`config.mk`:
```
export PLATFORM = sky130hd
export DESIGN_NAME = matmul_tile_row_balancer_core
export DESIGN_NICKNAME = d
export VERILOG_FILES = /design/src/tmrb_pkg.sv /design/src/tmrb_div.sv /design/src/tmrb_dp.sv /design/src/tmrb_ctrl.sv /design/src/matmul_tile_row_balancer_core.sv
export SDC_FILE = /design/constraint.sdc
export NUM_CORES = 2
export LEC_CHECK = 0
export ABC_AREA = 1
export BUFFER_PORTS_ARGS = -buffer_cell sky130_fd_sc_hd__buf_2
export CAP_MARGIN = 20
export CORE_ASPECT_RATIO = 1.2
export CORE_MARGIN = 2
export CORE_UTILIZATION = 45
export CTS_CLUSTER_DIAMETER = 100
export CTS_CLUSTER_SIZE = 10
export DETAILED_ROUTE_END_ITERATION = 8
export GPL_ROUTABILITY_DRIVEN = 0
export MAX_ROUTING_LAYER = met4
export PLACE_DENSITY = 0.66
export SYNTH_ARGS = -nofsm -noshare
export SYNTH_HDL_FRONTEND = slang
export SYNTH_SLANG_ARGS = --single-unit
```
`constraint.sdc`:
```
create_clock -name clk_i -period 8.9 [get_ports clk_i]
set_input_delay 1.78 -clock clk_i [delete_from_list [all_inputs] [get_ports clk_i]]
set_output_delay 1.78 -clock clk_i [all_outputs]
set_load 0.01 [all_outputs]
```
`src/tmrb_pkg.sv`:
```
package tmrb_pkg;

  localparam int unsigned RowStep   = 16;
  localparam int unsigned ClipAlign = 16;

  typedef enum logic [1:0] {
    DIV_COL,
    DIV_ROW,
    DIV_TRY,
    DIV_BUD
  } div_src_e;

  typedef enum logic [3:0] {
    ST_IDLE,
    ST_COL_GO,
    ST_COL_WAIT,
    ST_ROW_GO,
    ST_ROW_WAIT,
    ST_MUL,
    ST_BUD_GO,
    ST_BUD_WAIT,
    ST_BUDGET,
    ST_CHECK,
    ST_TRY_GO,
    ST_TRY_WAIT,
    ST_TRY_MUL,
    ST_COMPARE,
    ST_CLIP
  } state_e;

  typedef struct packed {
    logic     load;
    logic     div_start;
    div_src_e div_src;
    logic     col_cap;
    logic     mul;
    logic     budget;
    logic     step;
    logic     clip;
  } ctrl_t;

  typedef struct packed {
    logic div_done;
    logic can_shrink;
    logic fits;
  } status_t;

endpackage

```
`src/tmrb_div.sv`:
```
module tmrb_div (
  input  logic        clk_i,
  input  logic        rst_ni,
  input  logic        start_i,
  input  logic        wide_i,
  input  logic [63:0] dividend_i,
  input  logic [15:0] divisor_i,
  output logic        done_o,
  output logic [63:0] quot_o,
  output logic [15:0] rem_o
);

  logic [63:0] dq_q, dq_d;
  logic [15:0] rem_q, rem_d;
  logic [15:0] dvs_q, dvs_d;
  logic [6:0]  cnt_q, cnt_d;
  logic        run_q, run_d;
  logic        done_q, done_d;
  logic [16:0] shifted;
  logic [16:0] diff;

  assign shifted = {rem_q, dq_q[63]};
  assign diff    = shifted - {1'b0, dvs_q};

  always_comb begin
    dq_d   = dq_q;
    rem_d  = rem_q;
    dvs_d  = dvs_q;
    cnt_d  = cnt_q;
    run_d  = run_q;
    done_d = 1'b0;
    if (start_i) begin
      dq_d  = wide_i ? dividend_i : {dividend_i[31:0], 32'b0};
      rem_d = '0;
      dvs_d = divisor_i;
      cnt_d = wide_i ? 7'd64 : 7'd32;
      run_d = 1'b1;
    end else if (run_q) begin
      if (shifted >= {1'b0, dvs_q}) begin
        rem_d = diff[15:0];
        dq_d  = {dq_q[62:0], 1'b1};
      end else begin
        rem_d = shifted[15:0];
        dq_d  = {dq_q[62:0], 1'b0};
      end
      cnt_d = cnt_q - 7'd1;
      if (cnt_q == 7'd1) begin
        run_d  = 1'b0;
        done_d = 1'b1;
      end
    end
  end

  always_ff @(posedge clk_i or negedge rst_ni) begin
    if (!rst_ni) begin
      cnt_q  <= '0;
      run_q  <= 1'b0;
      done_q <= 1'b0;
    end else begin
      cnt_q  <= cnt_d;
      run_q  <= run_d;
      done_q <= done_d;
    end
  end

  always_ff @(posedge clk_i) begin
    dq_q  <= dq_d;
    rem_q <= rem_d;
    dvs_q <= dvs_d;
  end

  assign done_o = done_q;
  assign quot_o = dq_q;
  assign rem_o  = rem_q;

endmodule

```
`src/tmrb_dp.sv`:
```
module tmrb_dp (
  input  logic              clk_i,
  input  logic              rst_ni,
  input  logic              cfg_we_i,
  input  logic [15:0]       cfg_wdata_i,
  input  logic [31:0]       rows_total_i,
  input  logic [31:0]       cols_total_i,
  input  logic [15:0]       tile_rows_in_i,
  input  logic [15:0]       tile_cols_in_i,
  input  logic [15:0]       row_floor_i,
  input  tmrb_pkg::ctrl_t   ctrl_i,
  output tmrb_pkg::status_t status_o,
  output logic              done_o,
  output logic [16:0]       tile_rows_out_o,
  output logic [16:0]       tile_cols_out_o
);

  logic [15:0] cores_q;
  logic [15:0] cores_eff;
  logic [31:0] rows_q, cols_q;
  logic [15:0] trow_q, tcol_q, floor_q;
  logic [31:0] col_tiles_q;
  logic [63:0] prod_q, budget_q;
  logic [16:0] trow_out_q, tcol_out_q;
  logic        done_q;

  logic        div_wide;
  logic [63:0] div_dividend;
  logic [15:0] div_divisor;
  logic        div_done;
  logic [63:0] div_quot;
  logic [15:0] div_rem;
  logic [31:0] ceil_w;
  logic [63:0] prod_w;
  logic [15:0] adj_w;
  logic [15:0] trow_try;
  logic [16:0] rows_rnd, cols_rnd;

  assign cores_eff = (cores_q == 16'd0) ? 16'd1 : cores_q;
  assign trow_try  = trow_q - 16'(tmrb_pkg::RowStep);

  always_comb begin
    div_wide     = 1'b0;
    div_dividend = {32'b0, cols_q};
    div_divisor  = tcol_q;
    case (ctrl_i.div_src)
      tmrb_pkg::DIV_COL: begin
        div_dividend = {32'b0, cols_q};
        div_divisor  = tcol_q;
      end
      tmrb_pkg::DIV_ROW: begin
        div_dividend = {32'b0, rows_q};
        div_divisor  = trow_q;
      end
      tmrb_pkg::DIV_TRY: begin
        div_dividend = {32'b0, rows_q};
        div_divisor  = trow_try;
      end
      tmrb_pkg::DIV_BUD: begin
        div_wide     = 1'b1;
        div_dividend = prod_q;
        div_divisor  = cores_eff;
      end
      default: begin
        div_dividend = {32'b0, cols_q};
        div_divisor  = tcol_q;
      end
    endcase
  end

  tmrb_div u_div (
    .clk_i      (clk_i),
    .rst_ni     (rst_ni),
    .start_i    (ctrl_i.div_start),
    .wide_i     (div_wide),
    .dividend_i (div_dividend),
    .divisor_i  (div_divisor),
    .done_o     (div_done),
    .quot_o     (div_quot),
    .rem_o      (div_rem)
  );

  assign ceil_w = div_quot[31:0] + {31'b0, (div_rem != 16'd0)};
  assign prod_w = 64'(ceil_w) * 64'(col_tiles_q);
  assign adj_w  = (div_rem == 16'd0) ? 16'd0 : cores_eff - div_rem;

  // round up to the clip alignment, only used when the size is below the tile
  assign rows_rnd = ({1'b0, rows_q[15:0]} + 17'(tmrb_pkg::ClipAlign - 1))
                    & ~17'(tmrb_pkg::ClipAlign - 1);
  assign cols_rnd = ({1'b0, cols_q[15:0]} + 17'(tmrb_pkg::ClipAlign - 1))
                    & ~17'(tmrb_pkg::ClipAlign - 1);

  always_ff @(posedge clk_i or negedge rst_ni) begin
    if (!rst_ni) begin
      cores_q <= 16'd1;
      done_q  <= 1'b0;
    end else begin
      if (cfg_we_i) begin
        cores_q <= cfg_wdata_i;
      end
      done_q <= ctrl_i.clip;
    end
  end

  always_ff @(posedge clk_i) begin
    if (ctrl_i.load) begin
      rows_q  <= rows_total_i;
      cols_q  <= cols_total_i;
      trow_q  <= (tile_rows_in_i == 16'd0) ? 16'd1 : tile_rows_in_i;
      tcol_q  <= (tile_cols_in_i == 16'd0) ? 16'd1 : tile_cols_in_i;
      floor_q <= row_floor_i;
    end else if (ctrl_i.step) begin
      trow_q <= trow_try;
    end
    if (ctrl_i.col_cap) begin
      col_tiles_q <= ceil_w;
    end
    if (ctrl_i.mul) begin
      prod_q <= prod_w;
    end
    if (ctrl_i.budget) begin
      budget_q <= prod_q + {48'b0, adj_w};
    end
    if (ctrl_i.clip) begin
      trow_out_q <= (rows_q < {16'b0, trow_q}) ? rows_rnd : {1'b0, trow_q};
      tcol_out_q <= (cols_q < {16'b0, tcol_q}) ? cols_rnd : {1'b0, tcol_q};
    end
  end

  assign status_o.div_done   = div_done;
  assign status_o.can_shrink = (trow_q > floor_q) && (trow_q > 16'(tmrb_pkg::RowStep));
  assign status_o.fits       = (prod_q <= budget_q);

  assign done_o          = done_q;
  assign tile_rows_out_o = trow_out_q;
  assign tile_cols_out_o = tcol_out_q;

endmodule

```
`src/tmrb_ctrl.sv`:
```
module tmrb_ctrl (
  input  logic              clk_i,
  input  logic              rst_ni,
  input  logic              start,
  input  tmrb_pkg::status_t status_i,
  output tmrb_pkg::ctrl_t   ctrl_o,
  output logic              busy
);

  tmrb_pkg::state_e state_q, state_d;

  always_comb begin
    state_d = state_q;
    case (state_q)
      tmrb_pkg::ST_IDLE:     if (start) state_d = tmrb_pkg::ST_COL_GO;
      tmrb_pkg::ST_COL_GO:   state_d = tmrb_pkg::ST_COL_WAIT;
      tmrb_pkg::ST_COL_WAIT: if (status_i.div_done) state_d = tmrb_pkg::ST_ROW_GO;
      tmrb_pkg::ST_ROW_GO:   state_d = tmrb_pkg::ST_ROW_WAIT;
      tmrb_pkg::ST_ROW_WAIT: if (status_i.div_done) state_d = tmrb_pkg::ST_MUL;
      tmrb_pkg::ST_MUL:      state_d = tmrb_pkg::ST_BUD_GO;
      tmrb_pkg::ST_BUD_GO:   state_d = tmrb_pkg::ST_BUD_WAIT;
      tmrb_pkg::ST_BUD_WAIT: if (status_i.div_done) state_d = tmrb_pkg::ST_BUDGET;
      tmrb_pkg::ST_BUDGET:   state_d = tmrb_pkg::ST_CHECK;
      tmrb_pkg::ST_CHECK: begin
        state_d = status_i.can_shrink ? tmrb_pkg::ST_TRY_GO : tmrb_pkg::ST_CLIP;
      end
      tmrb_pkg::ST_TRY_GO:   state_d = tmrb_pkg::ST_TRY_WAIT;
      tmrb_pkg::ST_TRY_WAIT: if (status_i.div_done) state_d = tmrb_pkg::ST_TRY_MUL;
      tmrb_pkg::ST_TRY_MUL:  state_d = tmrb_pkg::ST_COMPARE;
      tmrb_pkg::ST_COMPARE: begin
        state_d = status_i.fits ? tmrb_pkg::ST_CHECK : tmrb_pkg::ST_CLIP;
      end
      tmrb_pkg::ST_CLIP:     state_d = tmrb_pkg::ST_IDLE;
      default:               state_d = tmrb_pkg::ST_IDLE;
    endcase
  end

  always_comb begin
    ctrl_o         = '0;
    ctrl_o.div_src = tmrb_pkg::DIV_COL;
    case (state_q)
      tmrb_pkg::ST_IDLE:     ctrl_o.load = start;
      tmrb_pkg::ST_COL_GO: begin
        ctrl_o.div_start = 1'b1;
        ctrl_o.div_src   = tmrb_pkg::DIV_COL;
      end
      tmrb_pkg::ST_COL_WAIT: ctrl_o.col_cap = status_i.div_done;
      tmrb_pkg::ST_ROW_GO: begin
        ctrl_o.div_start = 1'b1;
        ctrl_o.div_src   = tmrb_pkg::DIV_ROW;
      end
      tmrb_pkg::ST_MUL:      ctrl_o.mul = 1'b1;
      tmrb_pkg::ST_BUD_GO: begin
        ctrl_o.div_start = 1'b1;
        ctrl_o.div_src   = tmrb_pkg::DIV_BUD;
      end
      tmrb_pkg::ST_BUD_WAIT: ctrl_o.div_src = tmrb_pkg::DIV_BUD;
      tmrb_pkg::ST_BUDGET: begin
        ctrl_o.budget  = 1'b1;
        ctrl_o.div_src = tmrb_pkg::DIV_BUD;
      end
      tmrb_pkg::ST_TRY_GO: begin
        ctrl_o.div_start = 1'b1;
        ctrl_o.div_src   = tmrb_pkg::DIV_TRY;
      end
      tmrb_pkg::ST_TRY_MUL:  ctrl_o.mul = 1'b1;
      tmrb_pkg::ST_COMPARE:  ctrl_o.step = status_i.fits;
      tmrb_pkg::ST_CLIP:     ctrl_o.clip = 1'b1;
      default:               ctrl_o.load = 1'b0;
    endcase
  end

  always_ff @(posedge clk_i or negedge rst_ni) begin
    if (!rst_ni) begin
      state_q <= tmrb_pkg::ST_IDLE;
    end else begin
      state_q <= state_d;
    end
  end

  assign busy = (state_q != tmrb_pkg::ST_IDLE);

`ifndef SYNTHESIS
  a_step_only_in_compare: assert property (@(posedge clk_i) disable iff (!rst_ni)
    ctrl_o.step |=> state_q == tmrb_pkg::ST_CHECK)
    else $error("row step without return to check");

  a_clip_then_idle: assert property (@(posedge clk_i) disable iff (!rst_ni)
    state_q == tmrb_pkg::ST_CLIP |=> state_q == tmrb_pkg::ST_IDLE)
    else $error("clip not followed by idle");

  a_budget_after_div: assert property (@(posedge clk_i) disable iff (!rst_ni)
    state_q == tmrb_pkg::ST_BUDGET |-> $past(status_i.div_done))
    else $error("budget taken before divider finished");
`endif

endmodule

```
`src/matmul_tile_row_balancer_core.sv`:
```
// the result beat follows the column, row and budget divisions, plus a trial division for
//   each row step taken and for a final attempt that does not fit
// the shared divider is radix-2, 32 steps for 32-bit sizes and 64 for the budget
// one item in flight; start is taken only while busy is low, again in the result cycle
// done_o pulses one cycle with the result, and the receiver cannot stall it
// async active-low reset returns to idle and sets core_count to 1
module matmul_tile_row_balancer_core (
  input  logic        clk_i,
  input  logic        rst_ni,
  input  logic        cfg_we_i,
  input  logic [15:0] cfg_wdata_i,
  input  logic        start,
  output logic        busy,
  input  logic [31:0] rows_total_i,
  input  logic [31:0] cols_total_i,
  input  logic [15:0] tile_rows_in_i,
  input  logic [15:0] tile_cols_in_i,
  input  logic [15:0] row_floor_i,
  output logic        done_o,
  output logic [16:0] tile_rows_out_o,
  output logic [16:0] tile_cols_out_o
);

  tmrb_pkg::ctrl_t   ctrl;
  tmrb_pkg::status_t status;

  tmrb_ctrl u_ctrl (
    .clk_i    (clk_i),
    .rst_ni   (rst_ni),
    .start    (start),
    .status_i (status),
    .ctrl_o   (ctrl),
    .busy     (busy)
  );

  tmrb_dp u_dp (
    .clk_i           (clk_i),
    .rst_ni          (rst_ni),
    .cfg_we_i        (cfg_we_i),
    .cfg_wdata_i     (cfg_wdata_i),
    .rows_total_i    (rows_total_i),
    .cols_total_i    (cols_total_i),
    .tile_rows_in_i  (tile_rows_in_i),
    .tile_cols_in_i  (tile_cols_in_i),
    .row_floor_i     (row_floor_i),
    .ctrl_i          (ctrl),
    .status_o        (status),
    .done_o          (done_o),
    .tile_rows_out_o (tile_rows_out_o),
    .tile_cols_out_o (tile_cols_out_o)
  );

`ifndef SYNTHESIS
  a_done_when_idle: assert property (@(posedge clk_i) disable iff (!rst_ni)
    done_o |-> !busy)
    else $error("result beat while busy");

  a_accept_busy: assert property (@(posedge clk_i) disable iff (!rst_ni)
    start && !busy |=> busy)
    else $error("accepted item did not raise busy");

  a_done_follows_work: assert property (@(posedge clk_i) disable iff (!rst_ni)
    done_o |-> $past(busy))
    else $error("result beat without work");
`endif

endmodule
```
After elaboration in Yosys (flattened, before gate mapping)
Cells that the tools add are included.
W data, S select, Z words.
{"block": "totals", "regBits": 432, "inputBits": 132}
{"block": "op_classes", "add_sub_neg": 8, "multipliers": 1, "n_lt_le_gt_ge": 6, "n_eq_ne": 23, "mux": 40, "n_reduce_logical": 16}
{"operator": "$mux W64", "n": 3}
{"operator": "$pmux W64 S3", "n": 1}
{"operator": "$mux W16", "n": 8}
{"operator": "$add A64 B16 Y64", "n": 1}
{"operator": "$le A64 B64 Y1", "n": 1}
{"operator": "$logic_not A16 Y1", "n": 4}
{"operator": "$lt A32 B16 Y1", "n": 2}
{"operator": "$mul A32 B32 Y64", "n": 1}
{"operator": "$pmux W16 S4", "n": 1}
{"operator": "$pmux W4 S14", "n": 1}
{"operator": "$add A16 B4 Y17 const B", "n": 2}
{"operator": "$add A32 B1 Y32", "n": 1}
{"operator": "$sub A16 B16 Y16", "n": 2}
{"operator": "$eq A4 B4 Y1 const B", "n": 7}
{"operator": "$mux W7", "n": 3}
{"operator": "$mux W4", "n": 5}
{"operator": "$ge A17 B16 Y1", "n": 1}
{"operator": "$eq A4 B3 Y1 const B", "n": 4}
{"operator": "$gt A16 B16 Y1", "n": 1}
{"operator": "$gt A16 B5 Y1 const B", "n": 1}
{"operator": "$reduce_bool A16 Y1", "n": 1}
{"operator": "$sub A16 B5 Y16 const B", "n": 1}
{"operator": "$mux W1", "n": 15}
{"operator": "$eq A4 B2 Y1 const B", "n": 2}
{"operator": "other kinds (18)", "n": 25}

Longest topological paths before layout
{"block": "depth", "ltp_word": 8, "mapped_depth": 47, "ltp_nobuf": 46}

By module
From an unflattened synthesis, not the netlist that was laid out.
{"block": "unflattened", "hier_cells": 7587, "hier_area_um2": 60824.6}
{"module": "tmrb_dp", "n_inst": 1, "cells_each": 6823, "area_per_inst_um2": 54513.5}
{"module": "tmrb_div", "n_inst": 1, "cells_each": 677, "area_per_inst_um2": 5835.6}
{"module": "tmrb_ctrl", "n_inst": 1, "cells_each": 87, "area_per_inst_um2": 475.5}

Worst setup path before layout
OpenSTA, ideal clock, no wires.
{"block": "synth_timing", "kind": "flip-flop to flip-flop", "startpoint": "register u_dp.u_div.rem_q[1] (netlist: u_dp.u_div.rem_o[1])", "endpoint": "register u_dp.prod_q[61], data pin", "t_arrival_ps": 7935, "slack_ps": 707, "path_stages_with_launch": 40, "n_path_buf": 2, "path_cell_list": "dfxtp_1 > inv_1 > nand2_1 > nor4_1 > nand2_1 > clkbuf_1 > ha_1 > ha_1 > nand2_1 > nor2_4 > nand4_1 > xor2_1 > clkbuf_1 > nor2_1 > fa_1 > inv_1 > fa_1 > inv_1 > (+4 left out) > fa_1 > fa_1 > fa_1 > fa_1 > ha_1 > nand2_1 > nor2_1 > inv_1 > nor2_1 > inv_1 > nor3_1 > nand3_1 > nand3_1 > nand2_1 > inv_1 > nor2_1 > nand2_1 > nand2_1"}
{"block": "synth_via", "elab_chain_cells": 3}
{"item": "from (decl)", "line_no": "tmrb_div.sv:14", "source": "logic [15:0] rem_q, rem_d;"}
{"item": "from (signal assigned)", "line_no": "tmrb_div.sv:68", "source": "rem_q <= rem_d;"}
{"item": "$reduce_bool A16 Y1", "line_no": "tmrb_dp.sv:83", "source": "assign ceil_w = div_quot[31:0] + {31'b0, (div_rem != 16'd0)};"}
{"item": "$add A32 B1 Y32", "line_no": "tmrb_dp.sv:83"}
{"item": "$mul A32 B32 Y64", "line_no": "tmrb_dp.sv:84", "source": "assign prod_w = 64'(ceil_w) * 64'(col_tiles_q);"}
{"item": "via u_dp.prod_w[61]", "line_no": "tmrb_dp.sv:34", "source": "logic [63:0] prod_w;"}
{"item": "to (signal assigned)", "line_no": "tmrb_dp.sv:119", "source": "prod_q <= prod_w;"}
{"item": "to (decl)", "line_no": "tmrb_dp.sv:23", "source": "logic [63:0] prod_q, budget_q;"}
The timed path passes the listed nets, and every way through them passes these cells.
A chain may end at the register's enable or synchronous reset.

Final worst setup path
{"block": "layout_timing", "startpoint": "register u_dp.u_div.rem_q[9] (netlist: u_dp.u_div.rem_o[9])", "endpoint": "register u_dp.prod_q[48], data pin"}
Same word-level chain as after synthesis.

==> Implementation_results.wiki <==
{| class="wikitable"
! Metric !! Value
|-
| Via count || 49.0k
|-
| Maximum capacitance violations || 0
|-
| Crit path capture type || register
|-
| IO Port Bufs || 167
|-
| Max-slew violation count || 0
|-
| Wire length of the first global-routing pass || 302000 um
|-
| Most used flip-flop cell after synthesis || edfxtp_1
|-
| Slowest CP cell || fa_1
|-
| Top area cells in the synthesized netlist || fa_1 (31%), edfxtp_1 (20%), inv_1 (9.6%)
|-
| I/O pin count || 168
|-
| Startpoint types || register
|-
| Unrepaired setup endpoints after global routing || yes
|-
| Post-synthesis sequential area ratio || 0.219
|-
| Maximum clock skew at final layout || 0.0216 ns
|-
| Number of distinct standard cells referenced by the synthesized netlist || 68
|-
| Total half-perimeter wirelength after legalization and detailed placement || 165000 um
|-
| Syn Area/Cell || 8.59 um2
|-
| Cell count after synthesis || 6737
|-
| Clock input transition at the sequential cells of the worst setup and hold paths || 0.06 ns
|-
| Post-Syn Nets || 8198
|-
| Initial antenna violation count || 8
|-
| DRC violation total after the first TritonRoute iteration || 5025
|-
| CTS buffer count || 51
|-
| Final count of negative-setup-slack endpoints || 0
|-
| Most repeated library cell on the critical path || fa_1
|-
| Critical path required time || 9.36 ns
|-
| Maximum clock rate || 116 MHz
|-
| CTS tree || yes
|-
| Async set-or-reset flop fraction in the synthesized netlist || 0.0694
|-
| Total congestion overflow after global routing || 0
|-
| Status || completed
|-
| Clock Root Buffer || clkbuf_16
|-
| Number of H-tree levels || 2
|-
| Die width || 331 um
|-
| Most used cells in the layout excluding fill and tap cells || inv_1 (1463), nand2_1 (1243), fa_1 (886), nor2_1 (750), ha_1 (404)
|-
| Number of nets with antenna violations after routing || 0
|-
| Row count || 144
|-
| Number of global-route vias before repair || 50.1k
|-
| Least-Margin Pin Slew || 1.19 ns
|-
| CTS sink cnt || 432
|-
| Number of flip-flops and latches in the synthesized netlist || 432
|-
| Crit path time final || 8.66 ns
|-
| Post-Route Utilization || 0.503
|-
| Highest cell delay on the worst timing path || 0.58 ns
|-
| Remaining routing DRC violations || 0
|-
| Routed wire length per instance || 23.2 um
|-
| Post-synthesis to final-layout area growth || 11.3%
|-
| Post-synth EDFFs || 386
|-
| Area taken by flip-flops and latches || 0.0127 mm2
|-
| Critical path fanouts, max || 7
|-
| Most frequent standard cell in the layout excluding fill and tap cells || inv_1
|-
| Pin count of the biggest net entering global routing || 80
|-
| Height of the chip || 397 um
|-
| Count of nets after finishing || 8465
|-
| Maximum clock insertion buffer count || 3
|-
| Final Hold Viols || 0
|-
| Category of the most critical setup path || reg -> reg
|-
| Source-to-sink clock delay at the later pin of the worst-skew pair || 0.67 ns
|-
| Effective utilization at floorplan || 0.452
|-
| DR pass1 iterations || 8
|-
| Slew margin rel. || 0.195
|-
| Multi-input gate area || 0.0391 mm2
|-
| Cell taking the most area after synthesis || fa_1
|-
| Area share of the largest cell type after synthesis || 0.311
|-
| Yosys warnings || 0
|-
| Area enclosed by the die boundary || 0.132 mm2
|-
| Endpoint arrival time on the critical path || 9.11 ns
|-
| Via density || 5.61
|-
| Register-to-Register Setup Slack || 0.24 ns
|-
| Worst hold path class || reg -> reg
|-
| Final critical-path share of the clock period || 0.973
|-
| Number of fill cells || 12.0k
|-
| GRT Util Overall || 0.316
|-
| Total Wirelength || 202000 um
|-
| Proportion of layout cells with a drive suffix above 1 || 0.109
|-
| Core area || 0.128 mm2
|-
| Synthesized cell area || 0.0579 mm2
|}
## area by class of cell
class                   count  area share
diodes                      8    0.000311
clock buffers              79      0.0219
clock inverters             7     0.00113
inverters                1510      0.0888
multi-input cells        4544       0.607
flip-flops and latches    432       0.197
well taps                1679      0.0326
repair buffers            465      0.0515
## flip-flops by register name, summed over array words and instances (netlist names), 4 cells and up
name / flops
u_ctrl.state_q: 4
u_dp.col_tiles_q: 32
u_dp.prod_q: 64
u_dp.cores_q: 16
u_dp.u_div.dvs_q: 16
u_dp.rows_q: 32
u_dp.tcol_q: 16
u_dp.tile_rows_out_o: 17
u_dp.tile_cols_out_o: 17
u_dp.u_div.cnt_q: 7
u_dp.cols_q: 32
u_dp.u_div.rem_o: 16
u_dp.budget_q: 64
u_dp.trow_q: 16
u_dp.u_div.quot_o: 64
u_dp.floor_q: 16
## worst max-delay path: cells and delay by family, from the launching register on
kind / cells / cell delay [ns]
DFF: 1 / 0.33
buffers and inverters: 11 / 1.03
and+or+nand+nor: 19 / 2.18
xor gates and xnor gates: 1 / 0.28
adders and majority gates: 11 / 4.63
## synthesized netlist by cell type, types with 72 or more instances
cell,instances
a21oi_1,221
clkbuf_1,188
edfxtp_1,386
fa_1,899
ha_1,430
inv_1,1473
nand2_1,1254
nand3_1,158
nor2_1,788
nor3_1,72
o21ai_0,203
xor2_1,126
## kinds of logic after synthesis
family                     Yosys count  synth area share
adders and majority gates         1329             0.404
and+or+nand+nor                   2432             0.172
muxes                                5          0.000973
buffers and inverters             1761             0.117
DFF                                432             0.219
AOI/OAI and AO/OA                  619            0.0633
xor gates and xnor gates           159            0.0241
## through the flow
step	TNS (ns)	setup WS (ns)	cell area, um2	hold WS (ns)	instances
global placement	0	0.00312	62100	0.462	8618
CTS	0	0.00613	63600	0.475	8705
finish	0	0.245	64400	0.466	8724
floorplan	0	0.707	57900	0.447	6737
detailed placement	-0.155	-0.0691	62100	0.464	8618
global route	-0.488	-0.0974	64400	0.477	8724
## timing repair
action                                  in CTS  in global routing
resized for setup                            6                192
hold buffers                                 0                  0
setup buffers                                1                 10
endpoints found under the setup margin       7                 45
pin swaps                                    1                 52
## worst paths after layout
check	startpoint	to	depth (start not counted)
max	u_dp.u_div.rem_o[9]$_SDFFE_PN0P_	u_dp.prod_q[48]$_DFFE_PP_	42
min	u_dp.u_div.rem_o[13]$_SDFFE_PN0P_	u_dp.u_div.rem_o[13]$_SDFFE_PN0P_	2
max reg2reg	u_dp.u_div.rem_o[9]$_SDFFE_PN0P_	u_dp.prod_q[48]$_DFFE_PP_	42
min reg2reg	u_dp.u_div.rem_o[13]$_SDFFE_PN0P_	u_dp.u_div.rem_o[13]$_SDFFE_PN0P_	2
max in group asynchronous	rst_ni	u_ctrl.state_q[3]$_DFFE_PN0P_	1
min in group asynchronous	rst_ni	u_dp.cores_q[4]$_DFFE_PN0P_	1
## routing by layer
layer / vias up / part of all wire / GRT usage
li1: 21216 / - / -
met3: 873 / 0.094 / 0.0609
met4: 0 / 0.095 / 0.235
met5: - / 0 / -
met2: 2932 / 0.47 / 0.509
met1: 23934 / 0.34 / 0.351
Power is left out: the tool's default activity adds up to more than one toggle a clock period on the data nets, which glitch-free logic cannot reach.
